`src/design/bftm_ram.sv`:
```
// ----------------------------------------------------------------------------
// bftm_ram
// Generic single-clock RAM: one write port, one read port, registered read
// data that holds while no read is enabled.
// ----------------------------------------------------------------------------
module bftm_ram #(
  parameter int WIDTH = 8,
  parameter int DEPTH = 256,
  localparam int AW   = (DEPTH > 1) ? $clog2(DEPTH) : 1
) (
  input  logic             clk_i,
  input  logic             we_i,
  input  logic [AW-1:0]    waddr_i,
  input  logic [WIDTH-1:0] wdata_i,
  input  logic             re_i,
  input  logic [AW-1:0]    raddr_i,
  output logic [WIDTH-1:0] rdata_o
);

  logic [WIDTH-1:0] mem_q [DEPTH];
  logic [WIDTH-1:0] rdata_q;

  always_ff @(posedge clk_i) begin
    if (we_i) begin
      mem_q[waddr_i] <= wdata_i;
    end
    if (re_i) begin
      rdata_q <= mem_q[raddr_i];
    end
  end

  assign rdata_o = rdata_q;

endmodule

```
`config.mk`:
```
export PLATFORM = sky130hd
export DESIGN_NAME = bftm_ram
export DESIGN_NICKNAME = d
export VERILOG_FILES = /design/src/design/bftm_ram.sv
export SDC_FILE = /design/constraint.sdc
export NUM_CORES = 2
export LEC_CHECK = 0
export ABC_CLOCK_PERIOD_IN_PS = 6800
export BUFFER_PORTS_ARGS = -buffer_cell sky130_fd_sc_hd__buf_2
export CAP_MARGIN = 0
export CORE_AREA = 2 2 341 596
export CTS_CLUSTER_DIAMETER = 40
export DETAILED_ROUTE_END_ITERATION = 6
export DIE_AREA = 0 0 343 598
export GPL_TIMING_DRIVEN = 0
export PLACE_DENSITY = 0.55
export REMOVE_ABC_BUFFERS = 1
export SLEW_MARGIN = 20
export SYNTH_ARGS = -nofsm -noshare
export SYNTH_HDL_FRONTEND = slang
export SYNTH_SLANG_ARGS = --single-unit
```
`constraint.sdc`:
```
create_clock -name clk_i -period 6.8 [get_ports clk_i]
set_clock_uncertainty 0.1 [all_clocks]
set_input_delay 1.36 -clock clk_i [delete_from_list [all_inputs] [get_ports clk_i]]
set_output_delay 1.36 -clock clk_i [all_outputs]
set_load 0.005 [all_outputs]
```
**After elaboration in Yosys (flattened, before gate mapping)**

Memories as Yosys holds them, arrays and structs flattened. A register that Yosys moved wholly into a read port is not among the register bits.
Cells that the tools add are included.

- Add/sub/neg operators: 0
- Multipliers: 0
- Divide/modulo/power cells: 0
- Magnitude comparators: 0
- Equal/unequal tests: 0
- Shift-type cells: 0
- Multiplexer cells: 2
- Bitwise operators: 0
- Reduce and logical (&&, ||, !) cells: 0

Operators with widths:

| operator | count |
|---|---|
| 1-bit 2-to-1 mux | 2 |

- Flip-flop bits (word level): 0
- Bits in latches: 0
- Bits in writable memories: 2048
- Memory bits (read-only): 0
- Bits of input ports: 27
- Output and inout bits: 8
- Logic and storage cells: 3
- Memories: 1

Memories:

| memory | words | width | rd ports | clocked after memory_dff | wr ports | RTL line | text |
|---|---|---|---|---|---|---|---|
| mem_q | 256 | 8 | 1 | 1 | 1 | 20 | `logic [WIDTH-1:0] mem_q [DEPTH];` |

**Longest topological paths before layout**

- Depth after elaboration: 2
- Gate-level depth with buffers: 11
- Gate-level depth less buffers: 6

**Worst setup path before layout**

Ideal clock, no wire load.

- Kind: input-to-reg
- Start: input port raddr_i[0]
- End: register rdata_q[2], in the netlist rdata_o[2], read port of mem_q, data pin
- Setup time: 0.269 ns
- Data arrival time: 3.167 ns
- Required time: 6.431 ns
- Path slack: 3.264 ns
- Cell stages on the path: 9
- Path buffers: 4
- Cell sequence: buf_6 -> buf_12 -> buf_8 -> buf_2 -> mux4_2 -> a22oi_1 -> a21oi_1 -> nor4_1 -> nor4_2

RTL lines:

| element | RTL line | text |
|---|---|---|
| from (decl) | 16 | `input logic [AW-1:0] raddr_i,` |
| to (decl) | 21 | `logic [WIDTH-1:0] rdata_q;` |

==> impl_metrics.csv <==
group,metric,value,unit
routing,met1_length,72400,um
floorplanning,rows,218,
cells_and_area,finalInstanceArea,89600,um^2
cts,clockBufferDepth,4,
worst_setup_path,timing.rr.end,"rdata_o[3]",
synthesis,synth_area_leaders,"edfxtp_1, mux4_2, mux2i_1",
cells_and_area,drive_above_1_share,0.221,
worst_setup_path,startpoint,"raddr_i[0]",
place,place.gp.congestion,0.807,
cts,htree_levels,4,
routing,viasPerCell,5.63,
hold_path,min_path_type,"in2reg",
global_route,grt_max_degree,133,
worst_setup_path,cpPeakStageDelay,0.93,ns
place,port_buffers,34,
cells_and_area,fin_cells,6593,
synthesis,ys_seq_area_frac,0.775,
worst_setup_path,rrSetupSlack,2.95,ns
cts,cts_tree,"done",
worst_setup_path,critPathKind,"in2reg",
global_route,antenna_found_initial,13,
synthesis,async_reset_ff_frac,0,
cts,cts_setup_buffers,0,
cts,cts_buffers,192,
cts,clkSlewWorstSetupHoldPaths,0.06,ns
place,dp.cells,6250,
cells_and_area,synthToLayoutAreaGrowth,12.6,%
status,status,"complete, no violations",
worst_setup_path,worstSetupEndpointType,"flop",
cts,cts_root_buf,"clkbuf_16",
worst_setup_path,crit_path_start_kind,"primary input",
routing,drt_wl_total,202000,um
cts,cts-resized-gates,0,
floorplanning,die-area,205000,um^2
routing,first_pass_iters,5,
hold_path,min-delay-start,"wdata_i[3]",
floorplanning,design.core.area,201000,um^2
global_route,overflow,0,
place,place_hpwl,132000,um
power_and_ir_drop,fin_total_pwr,25.9,mW
routing,ant_nets,0,
cells_and_area,post-route-util,0.447,
floorplanning,die_w,343,um
routing,dr.max_layer_used,"met5",
synthesis,synth_area_per_cell,21.3,um^2
worst_setup_path,crit_end,"rdata_o[3]",
timing,slew_violations,0,
timing,rsz0062_at_grt,"no",
global_route,grt_pass1_wl,289000,um
synthesis,synth_edf_count,2056,
routing,drc_errors,0,
global_route,grt_pass1_vias,39269,
timing,fin_tns_setup,0,ns
cts,ctsHoldBuffers,0,
timing,period_share,0.884,
timing,maxSlewHeadroom,0.222,
floorplanning,initial_utilization,0.397,
worst_setup_path,crit_fanout,70,
cells_and_area,final_nets,3831,
worst_setup_path,cpMaxStageDelayCell,"nor3_1",
timing,period_minus_slack,6.01,ns
synthesis,synth_flop_cell,"edfxtp_1",
timing,hold_viol_final,0,
routing,via_count,37147,
worst_setup_path,required,7.15,ns
cells_and_area,fillers,17063,
flow_run,cap_violations,0,
routing,drtIter0Drc,3461,
power_and_ir_drop,power.density,289,nW/um^2
floorplanning,ios,35,
routing,met3_length,8970,um
routing,wl_per_cell,30.6,um
worst_setup_path,r2r_start,"mem_q[82][3]",
worst_setup_path,crit_top_cell,"buf_16",
cts,cts.sink_count,2056,
worst_setup_path,ff2ff_path_depth,6,
synthesis,yosys_register_bits,2056,
global_route,track_usage,0.197,
cts,clk_latency,0.84,ns
synthesis,synth_area_leader_cell,"edfxtp_1",
timing,fmax,166,MHz
place,placed_area,83500,um^2
synthesis,netlist_instances,3733,
timing,worst_slew_pin_slew,1.16,ns
synthesis,yosysWarningCount,0,
floorplanning,die_h,598,um
synthesis,synth_area,79600,um^2
power_and_ir_drop,vdd_drop_max,0.230,mV
synthesis,synth_top_area_share,0.775,
routing,dr_wl_met2,111000,um
power_and_ir_drop,leakagePower,27.2,nW
worst_setup_path,worst_ep_arrival_time,6.36,ns
synthesis,ys_types,54,
timing,finalSetupViolCount,0,
worst_setup_path,cp_cell_sequence,"buf_12 -> buf_16 -> buf_16 -> buf_16 -> mux4_2 -> a22o_1 -> a221oi_1 -> o32ai_1 -> nor3_1 -> nor4_1",
## how the worst min path moves through the flow
stage               depth (start not counted)  slack (ns)            to
global route                                1        0.76  mem_q[57][3]
global placement                            6        1.29    rdata_o[3]
detailed placement                          6        1.27    rdata_o[3]
CTS                                         1        0.73  mem_q[57][3]
floorplan                                   6        0.76    rdata_o[5]
finish                                      1        0.78  mem_q[56][3]
## placed cells by master (no fill, tap or decap), types with 13 or more instances in the layout
master / n
a211oi_1: 14
nor2_1: 279
a22oi_1: 133
clkinv_1: 39
mux4_2: 454
o221ai_1: 46
buf_12: 17
nor4_2: 13
clkbuf_1: 39
nor2b_1: 28
mux2i_1: 134
buf_2: 23
nor4_1: 14
nor3_1: 20
bufinv_16: 18
buf_8: 14
a21oi_1: 96
buf_16: 37
edfxtp_1: 2056
clkbuf_16: 198
nand3_1: 25
clkinv_2: 26
o22ai_1: 28
a221oi_1: 13
nand2_1: 31
## state kept, by name (all words and copies together) (netlist names)
| signal | flops |
|---|---|
| mem_q | 2048 |
| rdata_o | 8 |
## metal layers
layer,vias to the layer above,track usage
met5,-,0
met4,8,0.0843
met3,346,0.0233
met2,977,0.368
met1,20003,0.226
li1,15813,-
## Yosys cell counts, types with 5 or more instances
cell,number
a211oi_1,16
a21oi_1,96
a221oi_1,13
a22o_1,8
a22oi_1,133
and2_1,6
buf_1,22
buf_12,8
buf_2,31
buf_4,27
buf_6,21
buf_8,13
clkbuf_1,111
edfxtp_1,2056
mux2i_1,134
mux4_2,454
nand2_1,33
nand2b_1,8
nand3_1,34
nand4_1,10
nor2_1,282
nor2b_1,31
nor3_1,22
nor4_1,24
o211ai_1,10
o21ai_0,10
o221ai_1,46
o22a_1,5
o22ai_1,28
## final cells by class
class                   count  area [um^2]  area share
well taps                2640         3300      0.0368
multi-input cells        1442        16600       0.186
flip-flops and latches   2056        61700       0.689
clock inverters            99          971      0.0108
diodes                      7         17.5    0.000195
repair buffers            110         1860      0.0208
inverters                   2         8.76   0.0000977
clock buffers             237         5100      0.0569
## worst max-delay path, delay by kind of cell
family | cells | cell delay (ns)
mux | 1 | 0.62
simple gates | 2 | 1.29
compound gates | 3 | 1.19
buf+inv | 4 | 1.50
## per-stage QoR
stage                     setup slack (ns)  hold WS, ns
after floorplan                       2.85        0.757
after global placement              -16.20         1.29
after detailed placement            -0.109         1.27
after CTS                            0.746        0.725
after global routing                 0.773        0.757
final                                0.791        0.776
## logic make-up (layout without fill, tap and decap cells)
kind of cell    Yosys count  after routing  share of synthesized area
other cells               0              7                          0
simple gates            466            466                     0.0263
buf+inv                 235            448                     0.0183
flops                  2056           2056                      0.775
mux                     591            591                      0.146
compound gates          385            385                     0.0342
## power by group
group,switching [mW],internal (mW)
clock network,4.65,6.01
registers,0.00727,14.0
logic,0.854,0.448
total,5.51,20.4
Power figures use the tool's default switching activity.
